$ cat src/design/gbb_pkg.sv
// shared types, constants and helpers of the glyph bitmap blitter
`default_nettype none
package gbb_pkg;

  localparam int COORD_BITS = 16;
  localparam int CFG_DATA_BITS = 32;
  localparam int CFG_INDEX_BITS = 2;

  typedef logic [COORD_BITS-1:0] coord_t;

  typedef enum logic [1:0] {
    FMT_MONO8    = 2'd0,
    FMT_MONO1    = 2'd1,
    FMT_AA2      = 2'd2,
    FMT_DISABLED = 2'd3
  } pix_fmt_t;

  typedef enum logic [1:0] {
    ROT_0   = 2'd0,
    ROT_90  = 2'd1,
    ROT_180 = 2'd2,
    ROT_270 = 2'd3
  } rot_t;

  typedef enum logic [CFG_INDEX_BITS-1:0] {
    REG_PIXEL_FORMAT = 2'd0,
    REG_ROTATION     = 2'd1,
    REG_PIXEL_COLOR  = 2'd2,
    REG_UNUSED       = 2'd3
  } cfg_reg_t;

  localparam logic [7:0] ALPHA_FULL = 8'd255;
  localparam logic [7:0] ALPHA_MID  = 8'd192;
  localparam logic [7:0] ALPHA_LOW  = 8'd100;
  localparam logic [7:0] ALPHA_NONE = 8'd0;

  typedef struct packed {
    coord_t     x;
    coord_t     y;
    logic       we;
    logic       blend;
    logic [7:0] alpha;
  } pixel_t;

  // coverage of one antialiased pixel pair
  function automatic logic [7:0] aa_alpha(input logic [1:0] pair);
    logic [7:0] a;
    case (pair)
      2'b11:   a = ALPHA_FULL;
      2'b10:   a = ALPHA_MID;
      2'b01:   a = ALPHA_LOW;
      default: a = ALPHA_NONE;
    endcase
    return a;
  endfunction

endpackage
`default_nettype wire

$ cat src/design/gbb_if.sv
// item channels of the glyph bitmap blitter
`default_nettype none
interface gbb_in_if;
  logic        valid;
  logic        ready;
  logic [7:0]  data_byte;
  logic        first_of_glyph;
  logic [15:0] origin_x;
  logic [15:0] origin_y;
  logic [7:0]  glyph_width;
  logic [7:0]  glyph_height;

  modport source (output valid, data_byte, first_of_glyph, origin_x, origin_y,
                  glyph_width, glyph_height, input ready);
  modport sink (input valid, data_byte, first_of_glyph, origin_x, origin_y,
                glyph_width, glyph_height, output ready);
endinterface

interface gbb_out_if;
  logic        valid;
  logic        ready;
  logic [15:0] pixel_x;
  logic [15:0] pixel_y;
  logic        write_enable;
  logic        blend_mode;
  logic [7:0]  alpha;
  logic        last;

  modport source (output valid, pixel_x, pixel_y, write_enable, blend_mode, alpha,
                  last, input ready);
  modport sink (input valid, pixel_x, pixel_y, write_enable, blend_mode, alpha,
                last, output ready);
endinterface
`default_nettype wire

$ cat src/design/gbb_pixel_unit.sv
// decodes one pixel of a bitmap byte and places it after rotation
`default_nettype none
module gbb_pixel_unit (
  input  wire logic [7:0]     data_byte,
  input  wire logic [2:0]     pix_idx,
  input  wire gbb_pkg::pix_fmt_t fmt,
  input  wire gbb_pkg::rot_t  rot,
  input  wire gbb_pkg::coord_t org_x,
  input  wire gbb_pkg::coord_t org_y,
  input  wire logic [7:0]     col,
  input  wire logic [7:0]     row,
  output gbb_pkg::pixel_t     pix
);
  import gbb_pkg::*;

  logic [7:0] mono_sh;
  logic [7:0] aa_sh;
  coord_t     col_ext;
  coord_t     row_ext;

  assign mono_sh = data_byte << pix_idx;
  assign aa_sh   = data_byte << {pix_idx[1:0], 1'b0};
  assign col_ext = coord_t'(col);
  assign row_ext = coord_t'(row);

  always_comb begin
    case (fmt)
      FMT_MONO8: begin
        pix.we    = (data_byte != 8'd0);
        pix.blend = 1'b0;
        pix.alpha = ALPHA_FULL;
      end
      FMT_AA2: begin
        pix.we    = (aa_sh[7:6] != 2'b00);
        pix.blend = 1'b1;
        pix.alpha = aa_alpha(aa_sh[7:6]);
      end
      default: begin
        pix.we    = mono_sh[7];
        pix.blend = 1'b0;
        pix.alpha = ALPHA_FULL;
      end
    endcase

    case (rot)
      ROT_0: begin
        pix.x = org_x + col_ext;
        pix.y = org_y + row_ext;
      end
      ROT_90: begin
        pix.x = org_x - row_ext;
        pix.y = org_y + col_ext;
      end
      ROT_180: begin
        pix.x = org_x - col_ext;
        pix.y = org_y - row_ext;
      end
      default: begin
        pix.x = org_x + row_ext;
        pix.y = org_y - col_ext;
      end
    endcase
  end

endmodule
`default_nettype wire

$ cat src/design/glyph_bitmap_blitter.sv
// top level of the glyph bitmap blitter
// Takes packed glyph bitmap bytes on in_ch and sends one pixel item per pixel
// position on out_ch: 1 item per byte in 8-bit mono, up to 4 in 2-bit
// antialiased and up to 8 in 1-bit mono, fewer when the glyph ends inside the
// byte, none for padding after the glyph, for an empty glyph or when the format
// is disabled. The pixel unpacker issues one pixel item per cycle while the
// output register is free; a byte holds the input until its last pixel is
// issued (one yielding nothing is dropped at once), and the next byte is
// taken in the cycle its last pixel goes out, so 8-bit bytes stream at 1 per
// cycle unless the output stalls. A finished pixel sits in the output register
// while the unpacker works on the next one. first_of_glyph latches origin and
// size and restarts the column/row position; last marks the final pixel of
// each byte. Registers are written on cfg_we while the block is idle, a rule
// for the user that the block does not enforce; pixel_color is stored but drives no output.
`default_nettype none
module glyph_bitmap_blitter (
  input  wire logic                               clk,
  input  wire logic                               rst_n,
  gbb_in_if.sink                                  in_ch,
  gbb_out_if.source                               out_ch,
  input  wire logic                               cfg_we,
  input  wire logic [gbb_pkg::CFG_INDEX_BITS-1:0] cfg_index,
  input  wire logic [gbb_pkg::CFG_DATA_BITS-1:0]  cfg_wdata
);
  import gbb_pkg::*;

  // configuration
  pix_fmt_t fmt_r;
  rot_t     rot_r;
  logic [CFG_DATA_BITS-1:0] color_r;

  // glyph state
  coord_t     org_x_r, org_x_nxt;
  coord_t     org_y_r, org_y_nxt;
  logic [7:0] cols_r, cols_nxt;
  logic [7:0] rows_r, rows_nxt;
  logic [7:0] col_cnt_r, col_cnt_nxt;
  logic [7:0] row_cnt_r, row_cnt_nxt;

  // byte being unpacked
  logic       byte_valid_r, byte_valid_nxt;
  logic [7:0] byte_r;
  logic [2:0] idx_r, idx_nxt;

  // output register
  logic       out_valid_r, out_valid_nxt;
  pixel_t     out_pix_r;
  logic       out_last_r;

  pixel_t     pix;
  logic [2:0] last_idx;
  logic       glyph_done;
  logic       skip;
  logic       out_free;
  logic       emit;
  logic       col_wrap;
  logic       glyph_end;
  logic       pix_last;
  logic       byte_done;
  logic       in_ready;
  logic       accept;

  // pixels per byte, minus one
  always_comb begin
    case (fmt_r)
      FMT_MONO8: last_idx = 3'd0;
      FMT_AA2:   last_idx = 3'd3;
      default:   last_idx = 3'd7;
    endcase
  end

  gbb_pixel_unit u_pixel (
    .data_byte (byte_r),
    .pix_idx   (idx_r),
    .fmt       (fmt_r),
    .rot       (rot_r),
    .org_x     (org_x_r),
    .org_y     (org_y_r),
    .col       (col_cnt_r),
    .row       (row_cnt_r),
    .pix       (pix)
  );

  // glyph finished (or never started) means the byte yields nothing more
  assign glyph_done = (cols_r == 8'd0) || (rows_r == 8'd0) || (row_cnt_r >= rows_r);
  assign skip       = (fmt_r == FMT_DISABLED) || glyph_done;
  assign out_free   = !out_valid_r || out_ch.ready;
  assign emit       = byte_valid_r && !skip && out_free;

  assign col_wrap  = ({1'b0, col_cnt_r} + 9'd1) >= {1'b0, cols_r};
  assign glyph_end = col_wrap && (({1'b0, row_cnt_r} + 9'd1) >= {1'b0, rows_r});
  assign pix_last  = (idx_r == last_idx) || glyph_end;

  assign byte_done = byte_valid_r && (skip || (emit && pix_last));
  assign in_ready  = !byte_valid_r || byte_done;
  assign accept    = in_ch.valid && in_ready;

  assign in_ch.ready = in_ready;

  always_comb begin
    org_x_nxt      = org_x_r;
    org_y_nxt      = org_y_r;
    cols_nxt       = cols_r;
    rows_nxt       = rows_r;
    col_cnt_nxt    = col_cnt_r;
    row_cnt_nxt    = row_cnt_r;
    idx_nxt        = idx_r;
    byte_valid_nxt = byte_valid_r;

    // walk the pixel position
    if (emit) begin
      idx_nxt = idx_r + 3'd1;
      if (col_wrap) begin
        col_cnt_nxt = 8'd0;
        row_cnt_nxt = row_cnt_r + 8'd1;
      end else begin
        col_cnt_nxt = col_cnt_r + 8'd1;
      end
    end

    if (byte_done) begin
      byte_valid_nxt = 1'b0;
    end

    // a new glyph restarts after the previous byte has finished
    if (accept) begin
      byte_valid_nxt = 1'b1;
      idx_nxt        = 3'd0;
      if (in_ch.first_of_glyph) begin
        org_x_nxt   = coord_t'(in_ch.origin_x);
        org_y_nxt   = coord_t'(in_ch.origin_y);
        cols_nxt    = in_ch.glyph_width;
        rows_nxt    = in_ch.glyph_height;
        col_cnt_nxt = 8'd0;
        row_cnt_nxt = 8'd0;
      end
    end

    out_valid_nxt = out_valid_r;
    if (out_free) begin
      out_valid_nxt = emit;
    end
  end

  always_ff @(posedge clk) begin
    if (!rst_n) begin
      fmt_r        <= FMT_MONO1;
      rot_r        <= ROT_0;
      color_r      <= '0;
      org_x_r      <= '0;
      org_y_r      <= '0;
      cols_r       <= 8'd0;
      rows_r       <= 8'd0;
      col_cnt_r    <= 8'd0;
      row_cnt_r    <= 8'd0;
      idx_r        <= 3'd0;
      byte_valid_r <= 1'b0;
      out_valid_r  <= 1'b0;
    end else begin
      if (cfg_we) begin
        case (cfg_reg_t'(cfg_index))
          REG_PIXEL_FORMAT: fmt_r   <= pix_fmt_t'(cfg_wdata[1:0]);
          REG_ROTATION:     rot_r   <= rot_t'(cfg_wdata[1:0]);
          REG_PIXEL_COLOR:  color_r <= cfg_wdata;
          default: ;
        endcase
      end
      org_x_r      <= org_x_nxt;
      org_y_r      <= org_y_nxt;
      cols_r       <= cols_nxt;
      rows_r       <= rows_nxt;
      col_cnt_r    <= col_cnt_nxt;
      row_cnt_r    <= row_cnt_nxt;
      idx_r        <= idx_nxt;
      byte_valid_r <= byte_valid_nxt;
      out_valid_r  <= out_valid_nxt;
    end
  end

  // payload registers
  always_ff @(posedge clk) begin
    if (accept) begin
      byte_r <= in_ch.data_byte;
    end
    if (emit) begin
      out_pix_r  <= pix;
      out_last_r <= pix_last;
    end
  end

  assign out_ch.valid        = out_valid_r;
  assign out_ch.pixel_x      = 16'(out_pix_r.x);
  assign out_ch.pixel_y      = 16'(out_pix_r.y);
  assign out_ch.write_enable = out_pix_r.we;
  assign out_ch.blend_mode   = out_pix_r.blend;
  assign out_ch.alpha        = out_pix_r.alpha;
  assign out_ch.last         = out_last_r;

`ifndef NO_ASSERTIONS
  // the column counter never reaches the latched width
  a_col_in_range: assert property (@(posedge clk) disable iff (!rst_n)
    (cols_r != 8'd0) |-> (col_cnt_r < cols_r))
    else $error("column counter beyond glyph width");

  // nothing leaves while the format is disabled
  a_no_emit_disabled: assert property (@(posedge clk) disable iff (!rst_n)
    (fmt_r == FMT_DISABLED) |-> !emit)
    else $error("pixel issued with format disabled");

  // a byte still holding pixels blocks the input
  a_hold_busy_byte: assert property (@(posedge clk) disable iff (!rst_n)
    (byte_valid_r && !byte_done) |-> !in_ch.ready)
    else $error("new byte taken while pixels remain");

  // an issued pixel never lies past the glyph
  a_emit_inside: assert property (@(posedge clk) disable iff (!rst_n)
    emit |-> (row_cnt_r < rows_r))
    else $error("pixel issued past glyph end");
`endif

endmodule
`default_nettype wire
$ cat src/flat_wrapper.sv
// flat-port wrapper written by rule: the top's interface ports become plain ports
module glyph_bitmap_blitter_flat import gbb_pkg::*;
  (clk, rst_n, cfg_we, cfg_index, cfg_wdata, in_ch_valid, in_ch_data_byte, in_ch_first_of_glyph, in_ch_origin_x, in_ch_origin_y, in_ch_glyph_width, in_ch_glyph_height, in_ch_ready, out_ch_valid, out_ch_pixel_x, out_ch_pixel_y, out_ch_write_enable, out_ch_blend_mode, out_ch_alpha, out_ch_last, out_ch_ready);
  gbb_in_if in_ch_i ();
  gbb_out_if out_ch_i ();
  input  wire logic clk;
  input  wire logic rst_n;
  input  wire logic cfg_we;
  input  wire logic [gbb_pkg::CFG_INDEX_BITS-1:0] cfg_index;
  input  wire logic [gbb_pkg::CFG_DATA_BITS-1:0] cfg_wdata;
  input wire logic [$bits(in_ch_i.valid)-1:0] in_ch_valid;
  input wire logic [$bits(in_ch_i.data_byte)-1:0] in_ch_data_byte;
  input wire logic [$bits(in_ch_i.first_of_glyph)-1:0] in_ch_first_of_glyph;
  input wire logic [$bits(in_ch_i.origin_x)-1:0] in_ch_origin_x;
  input wire logic [$bits(in_ch_i.origin_y)-1:0] in_ch_origin_y;
  input wire logic [$bits(in_ch_i.glyph_width)-1:0] in_ch_glyph_width;
  input wire logic [$bits(in_ch_i.glyph_height)-1:0] in_ch_glyph_height;
  output wire logic [$bits(in_ch_i.ready)-1:0] in_ch_ready;
  output wire logic [$bits(out_ch_i.valid)-1:0] out_ch_valid;
  output wire logic [$bits(out_ch_i.pixel_x)-1:0] out_ch_pixel_x;
  output wire logic [$bits(out_ch_i.pixel_y)-1:0] out_ch_pixel_y;
  output wire logic [$bits(out_ch_i.write_enable)-1:0] out_ch_write_enable;
  output wire logic [$bits(out_ch_i.blend_mode)-1:0] out_ch_blend_mode;
  output wire logic [$bits(out_ch_i.alpha)-1:0] out_ch_alpha;
  output wire logic [$bits(out_ch_i.last)-1:0] out_ch_last;
  input wire logic [$bits(out_ch_i.ready)-1:0] out_ch_ready;
  assign in_ch_i.valid = in_ch_valid;
  assign in_ch_i.data_byte = in_ch_data_byte;
  assign in_ch_i.first_of_glyph = in_ch_first_of_glyph;
  assign in_ch_i.origin_x = in_ch_origin_x;
  assign in_ch_i.origin_y = in_ch_origin_y;
  assign in_ch_i.glyph_width = in_ch_glyph_width;
  assign in_ch_i.glyph_height = in_ch_glyph_height;
  assign in_ch_ready = in_ch_i.ready;
  assign out_ch_valid = out_ch_i.valid;
  assign out_ch_pixel_x = out_ch_i.pixel_x;
  assign out_ch_pixel_y = out_ch_i.pixel_y;
  assign out_ch_write_enable = out_ch_i.write_enable;
  assign out_ch_blend_mode = out_ch_i.blend_mode;
  assign out_ch_alpha = out_ch_i.alpha;
  assign out_ch_last = out_ch_i.last;
  assign out_ch_i.ready = out_ch_ready;
  glyph_bitmap_blitter u_core (.clk(clk), .rst_n(rst_n), .in_ch(in_ch_i), .out_ch(out_ch_i), .cfg_we(cfg_we), .cfg_index(cfg_index), .cfg_wdata(cfg_wdata));
endmodule
$ cat config.mk
export PLATFORM = sky130hd
export DESIGN_NAME = glyph_bitmap_blitter_flat
export DESIGN_NICKNAME = d
export VERILOG_FILES = /design/src/design/gbb_pkg.sv /design/src/design/gbb_if.sv /design/src/design/gbb_pixel_unit.sv /design/src/design/glyph_bitmap_blitter.sv /design/src/flat_wrapper.sv
export SDC_FILE = /design/constraint.sdc
export NUM_CORES = 1
export LEC_CHECK = 0
export ABC_CLOCK_PERIOD_IN_PS = 5200
export BUFFER_PORTS_ARGS = -buffer_cell sky130_fd_sc_hd__buf_2
export CAP_MARGIN = 20
export CORE_ASPECT_RATIO = 0.5
export CORE_MARGIN = 8
export CORE_UTILIZATION = 57
export DETAILED_ROUTE_END_ITERATION = 12
export HOLD_SLACK_MARGIN = 0.15
export PLACE_DENSITY_LB_ADDON = 0.05
export SYNTH_ARGS = -nofsm -noshare
export SYNTH_HDL_FRONTEND = slang
export SYNTH_SLANG_ARGS = --single-unit
$ cat constraint.sdc
create_clock -name clk -period 5.2 [get_ports clk]
set_input_delay 1.04 -clock clk [delete_from_list [all_inputs] [get_ports clk]]
set_output_delay 1.04 -clock clk [all_outputs]
set_load 0.02 [all_outputs]
==> results of run 1 <==
placed cells by master, fill, tap and decap left out, types with 4 or more instances in the layout:
master     instances
a211o_1            8
a211oi_1           7
a21o_1            18
a21oi_1           21
a22oi_1            5
a31oi_1           17
and2_1             5
and3_1             9
buf_2            110
buf_4             10
bufinv_16          4
clkbuf_16         17
clkinv_4           6
dfxtp_1           73
edfxtp_1          47
ha_1              61
inv_1             37
mux2i_1           56
mux4_2            16
nand2_1          125
nand2b_1          15
nand3_1           15
nor2_1            51
nor2b_1            6
nor3_1             7
nor3_2            15
nor4_1             8
o211ai_1           4
o21a_1             5
o21ai_0           19
o21ai_1            7
or3_1              5
xnor2_1           29
xor2_1            21
report_power, final:
| group | switching, mW | internal [mW] |
|---|---|---|
| combinational | 0.392 | 0.303 |
| sequential | 0.0388 | 1.08 |
| clock | 0.473 | 0.813 |
| total | 0.904 | 2.19 |
stage by stage:
step | cell area [um^2] | total power [mW]
after floorplan | 7810 | 1.68
after global placement | 8350 | 1.81
after detailed placement | 8350 | 1.82
after CTS | 8990 | 3.11
after global routing | 8990 | 3.24
final | 8990 | 3.10
state kept, by name (all words and copies together), names as in the netlist, 4 cells and up:
name / cells
u_core.out_ch.pixel_x: 16
u_core.org_y_r: 16
u_core.out_ch.alpha: 4
u_core.out_ch.pixel_y: 16
u_core.byte_r: 8
u_core.cols_r: 8
u_core.org_x_r: 16
u_core.rows_r: 8
u_core.row_cnt_r: 8
u_core.col_cnt_r: 8
cell families (layout without fill, tap and decap cells):
family / count (synthesis) / after routing
flops: 120 / 120
compound gates: 137 / 137
fa+ha+maj: 63 / 63
simple gates: 278 / 278
xor+xnor: 50 / 50
mux: 73 / 73
buf+inv: 90 / 191
layer usage:
layer	vias up	wire, um	share of wire [%]	track usage [%]
met2	139	8040	45	32.9
met1	2876	8630	48	26.3
met5	-	0	0	0
li1	3062	-	-	-
met3	25	990	5.5	5.62
met4	0	243	1.4	6.01
worst paths after layout:
check / from / to / slack (ns)
max: u_core.col_cnt_r[0] / u_core.out_ch.pixel_y[14] / 0.52
min: u_core.org_x_r[0] / u_core.org_x_r[0] / 0.46
max reg2reg: u_core.col_cnt_r[0] / u_core.out_ch.pixel_y[14] / 0.52
min reg2reg: u_core.org_x_r[0] / u_core.org_x_r[0] / 0.46
critical path, cell delays in order, from the launching register on:
cell       delay [ns]
dfxtp_1          0.37
inv_1            0.14
ha_1             0.20
nor3b_1          0.45
nor3b_2          0.47
nor2_1           0.10
mux4_2           0.45
a311oi_1         0.32
ha_1             0.36
a2111oi_0        0.55
a21oi_1          0.21
a211oi_1         0.36
o21ai_1          0.14
a31oi_1          0.21
xnor2_1          0.09
layout make-up:
cell class | count | area (um^2) | area share (%)
Clock buffer | 17 | 425 | 4.73
Tap cell | 176 | 220 | 2.45
Sequential cell | 120 | 2870 | 31.9
Inverter | 39 | 146 | 1.63
Clock inverter | 15 | 215 | 2.39
Timing Repair Buffer | 120 | 626 | 6.96
Multi-Input combinational cell | 601 | 4490 | 49.9
==> results.md, run 1 <==
* ANT nets after route at 0
* Area grow syn2layout at 15.2%
* Unrepaired setup endpoints after global routing: false
* Die area at 17900 um^2
* Share of cells above drive strength 1 at about 22%
* Critical path required time at 5.37 ns
* Yosys top cell by area: dfxtp_1
* Final worst-path setup slack at 0.518 ns
* Compound-Gate Fraction of Synth Area at between 10% and 20%
* Core ar. at 13500 um^2
* DIE WIDTH at 182 um
* Post-synth top cells: 125 x nand2_1, 73 x dfxtp_1, 61 x ha_1
* Yosys synthesis warning count at 0
* I/O Pins at between 100 and 150
* Number of global-route vias before repair at around 6100
* Synth Area in XOR/XNOR at under 10%
* Worst Max-Slew Pin Slew at between 1 and 1.5 ns
* CTS Buffer Depth at 2
* Flop and latch count out of synthesis at 120
* Post-synth ARST share at 0%
* Critical Path Source Type: flop
* Htree depth at 4
* Max Freq at 214 MHz
* Worst-Skew Late Latency at ~0.42 ns
* Row count at 30
* Netlist Area Pre-Place at around 7800 um^2
* Fin util at ~67%
* Simple-gate portion of the synthesized area at ~17%
* Inst Count DP at 1056
* Status: finished clean
* Vias at just over 6000
* Final cell count without fillers at 1088
* Cts hold-fix bufs at 0
* Initial core utilization at between 50% and 60%
* Pins over their slew limit at 0
* TritonRoute pass-1 iters at 5
* Post-synthesis cell type count at 64
* Period Utilization, post-route at 90.0%
* Clock root cell: clkbuf_16
* Drt via density at 5.61
* Adder-cell share of the synthesized area at between 10% and 20%
* Setup repair bufs after CTS at 0
* Filler Cell Count at between 1000 and 1500
* Critical path data arrival time at between 4 and 5 ns
* Hold_ws at approximately 0.46 ns
* R2R depth at 14
* CTS buffer count at 17
* GR Overflow Total at 0
* Worst-path fanout max at 7
* Main area contributors after synthesis: dfxtp_1 19%, edfxtp_1 18%, ha_1 9.8%, mux2i_1 7.2%, nand2_1 6.0%
* Drt total wl at ~18 mm
* Syn Nets at 970
* RePlAce Congestion at about 0.90
* Die extent in y at about 99 um
* GRT Total Usage at slightly above 20%
* Post-synth top area share at between 10% and 20%
* Port bufs at 110
* 1st-iter DRT viols at between 400 and 500
* Main combinational cell family by area after synthesis: simple AND/OR/NAND/NOR gates
* Worst vdd ir at roughly 0.22 mV
* Final Hold Vio Count at 0
* Multiplexer share of the synthesized area at approximately an eighth
* Setup TNS at 0 ns
* Antenna cells at 0
* Final setup vio count at 0
* Clk slew on worst S/H paths at 0.06 ns
* Global-route wire length before repair at between 20 and 30 mm
* TritonCTS clock tree: built
* Hold-critical path depth at 2
* Dpl ws at 0.614 ns
* Max-slew headroom at about 32%
* # DRC at 0
* Post-synthesis sequential area ratio at a little under two fifths
* CP Capture Type: flop
* Synth Instances at 811
* Post-CTS Resized at 0
* Mapped Avg Cell Area at ~9.6 um^2
* MaxCap Viol Count at 0
* Main flop type after synthesis: dfxtp_1
* Crit path kind: flop to flop
* Worst Clk Skew at ~0.013 ns
* Leak at 3.75 nW
* Wire per inst at about 16 um
* HP Class: flop to flop
* EDFF count, synth at 47
* PwrDens at between 300 and 400 nW/um^2
* Min Tclk post-route at approximately 4.7 ns
* Post-layout nets at roughly 1100
* Largest net degree at the start of global routing at between 60 and 70
* HPWL after DPL at 13.0 mm
* Count leader, synth: nand2_1
* Initial antenna violation count at 0
* CTS sink count at 120
No activity file was read; power rests on OpenSTA's default activity.
==> inputs of run 2 (changes only) <==
--- a/config.mk
+++ b/config.mk
@@ -13,7 +13,7 @@
 export CORE_UTILIZATION = 57
 export DETAILED_ROUTE_END_ITERATION = 12
 export HOLD_SLACK_MARGIN = 0.15
-export PLACE_DENSITY_LB_ADDON = 0.05
+export PLACE_DENSITY_LB_ADDON = 0.1
 export SYNTH_ARGS = -nofsm -noshare
 export SYNTH_HDL_FRONTEND = slang
 export SYNTH_SLANG_ARGS = --single-unit
==> results.md, run 2 (same netlist as run 1, synthesis figures left out) <==
* Wire per inst at 16.4 um (about the same)
* CP Capture Type: flop
* Post-CTS Resized at 0 (unchanged)
* Clk slew on worst S/H paths at 0.06 ns (about the same)
* Commonest non-fill, non-tap cells in the layout: 125 x nand2_1, 110 x buf_2, 73 x dfxtp_1, 61 x ha_1, 56 x mux2i_1
* ANT nets after route at 0 (unchanged)
* Core ar. at 13500 um^2 (unchanged)
* Crit-path slowest cell: a2111oi_1
* Cts hold-fix bufs at 0 (unchanged)
* Htree depth at 4 (unchanged)
* CTS buffer count at 17 (unchanged)
* Vias at 6147 (+0.74%)
* Final worst-path setup slack at 0.362 ns (-0.156 ns)
* I/O Pins at 141 (unchanged)
* Final setup vio count at 0 (unchanged)
* Worst Clk Skew at 0.0104 ns (-0.00264 ns)
* Largest net degree at the start of global routing at 71 (+9.2%)
* Dpl ws at 0.619 ns (+0.00486 ns)
* TritonRoute pass-1 iters at 5 (unchanged)
* Number of global-route vias before repair at 6039 (-1.7%)
* Most common cell after layout, fill and taps aside: nand2_1
* Worst path most repeated cell: ha_1
* Pins over their slew limit at 0 (unchanged)
* CTS Buffer Depth at 2 (unchanged)
* MaxCap Viol Count at 0 (unchanged)
* Initial antenna violation count at 0 (unchanged)
* CTS sink count at 120 (unchanged)
* Final Hold Vio Count at 0 (unchanged)
* Largest stage delay, worst path at 0.64 ns (+0.09 ns)
* Min Tclk post-route at 4.84 ns (+0.156 ns)
* Worst vdd ir at 0.242 mV (+9.5%)
* Worst-Skew Late Latency at 0.41 ns (about the same)
* Leak at 3.70 nW (-1.2%)
* Critical path data arrival time at 5.00 ns (+0.15 ns)
* Die area at 17900 um^2 (unchanged)
* Max Freq at 207 MHz (-3.2%)
* Worst Max-Slew Pin Slew at 1.05 ns (+0.0269 ns)
* Drt total wl at 17.9 mm (-0.19%)
* Crit path kind: flop to flop
* Hold_ws at 0.464 ns (+0.000256 ns)
* Die extent in y at 98.8 um (unchanged)
* Share of cells above drive strength 1 at 21.8% (-0.086 points)
* HP Class: flop to flop
* Setup repair bufs after CTS at 0 (unchanged)
* Setup TNS at 0 ns (unchanged)
* 1st-iter DRT viols at 480 (+13%)
* Max-slew headroom at 30.2% (-1.8 points)
* RePlAce Congestion at 0.875 (-2.6%)
* Status: finished clean
* Post-layout nets at 1057 (-0.095%)
* TritonCTS clock tree: built
* Critical Path Source Type: flop
* Drt via density at 5.66 (+0.83%)
* # DRC at 0 (unchanged)
* Global-route wire length before repair at 29.6 mm (-0.46%)
* Clock root cell: clkbuf_16
* Critical-path cell list: inv_1, ha_1, nor3b_1, nor3b_2, nor2_1, mux4_2, a311oi_1, ha_1, a2111oi_1, a21oi_1, a211oi_1, o21ai_1, a31oi_1, xnor2_1
* GRT Total Usage at 20.3% (-0.12 points)
* Area grow syn2layout at 14.2%
* GR Overflow Total at 0 (unchanged)
* Period Utilization, post-route at 93.0% (+3.0 points)
* DIE WIDTH at 182 um (unchanged)
* Number of buffers and inverters on the critical path at 1 (unchanged)
* Worst-path fanout max at 7 (unchanged)
* Pwr Total at 2.95 mW (-4.7%)
* Initial core utilization at 58.0% (unchanged)
* PwrDens at 331 nW/um^2 (-3.9%)
* HPWL after DPL at 13.0 mm (-0.32%)
* Row count at 30 (unchanged)
* Antenna cells at 0 (unchanged)
* Critical path required time at 5.36 ns (about the same)
* Port bufs at 110 (unchanged)
* Critical path's top delay family: compound AO/OA/AOI/OAI gates
* Unrepaired setup endpoints after global routing: false
## run 2: cell count changes in the layout (fill, tap and decap cells not counted)
cell,change
bufinv_16,-3
a2111oi_0,-1
clkinvlp_4,+2
buf_4,-1
clkinv_4,-2
a2111oi_1,+1
clkinv_2,+1
inv_6,+3
inv_8,-1
## run 2: path summary, 6_finish.rpt
path | startpoint | slack, ns | end | depth (start not counted)
hold / removal | u_core.org_x_r[0] | 0.46 | u_core.org_x_r[0] | 2
setup / recovery | u_core.col_cnt_r[0] | 0.36 | u_core.out_ch.pixel_y[14] | 14
setup reg to reg | u_core.col_cnt_r[0] | 0.36 | u_core.out_ch.pixel_y[14] | 14
hold reg to reg | u_core.org_x_r[0] | 0.46 | u_core.org_x_r[0] | 2
## run 2: per-stage QoR
step	util, %	instance area, um^2	instances
after CTS	66.2	8910	1087
after detailed placement	61.9	8350	1055
after floorplan	-	7810	811
final	66.2	8920	1087
after global placement	61.9	8350	1055
after global routing	66.2	8920	1087
## run 2: report_power, final
| part | total, mW | switching, mW | internal (mW) |
|---|---|---|---|
| clock | 1.14 | 0.470 | 0.667 |
| combinational | 0.699 | 0.396 | 0.303 |
| sequential | 1.12 | 0.0372 | 1.08 |
| total | 2.95 | 0.904 | 2.05 |
## run 2: final cells by class
class | instances | area, um^2
Inverter | 39 | 146
Sequential cell | 120 | 2870
Multi-Input combinational cell | 601 | 4490
Tap cell | 176 | 220
Fill cell | 1096 | 4560
Clock inverter | 15 | 143
Clock buffer | 17 | 425
Timing Repair Buffer | 119 | 618
## run 2: worst register-to-register path, delay by kind of cell, from the launching register on
| kind | cells | cell delay [ns] |
|---|---|---|
| buf+inv | 1 | 0.15 |
| mux | 1 | 0.47 |
| fa+ha+maj | 2 | 0.56 |
| simple gates | 3 | 1.06 |
| flops | 1 | 0.37 |
| compound gates | 6 | 1.90 |
| xor+xnor | 1 | 0.09 |
## run 2: per-layer routing
metal	track usage (%)	routed length, um	up-vias
met4	3.88	133	0
met2	33.3	8080	150
li1	-	-	3071
met5	0	0	-
met3	5.29	866	11
met1	26.6	8790	2915
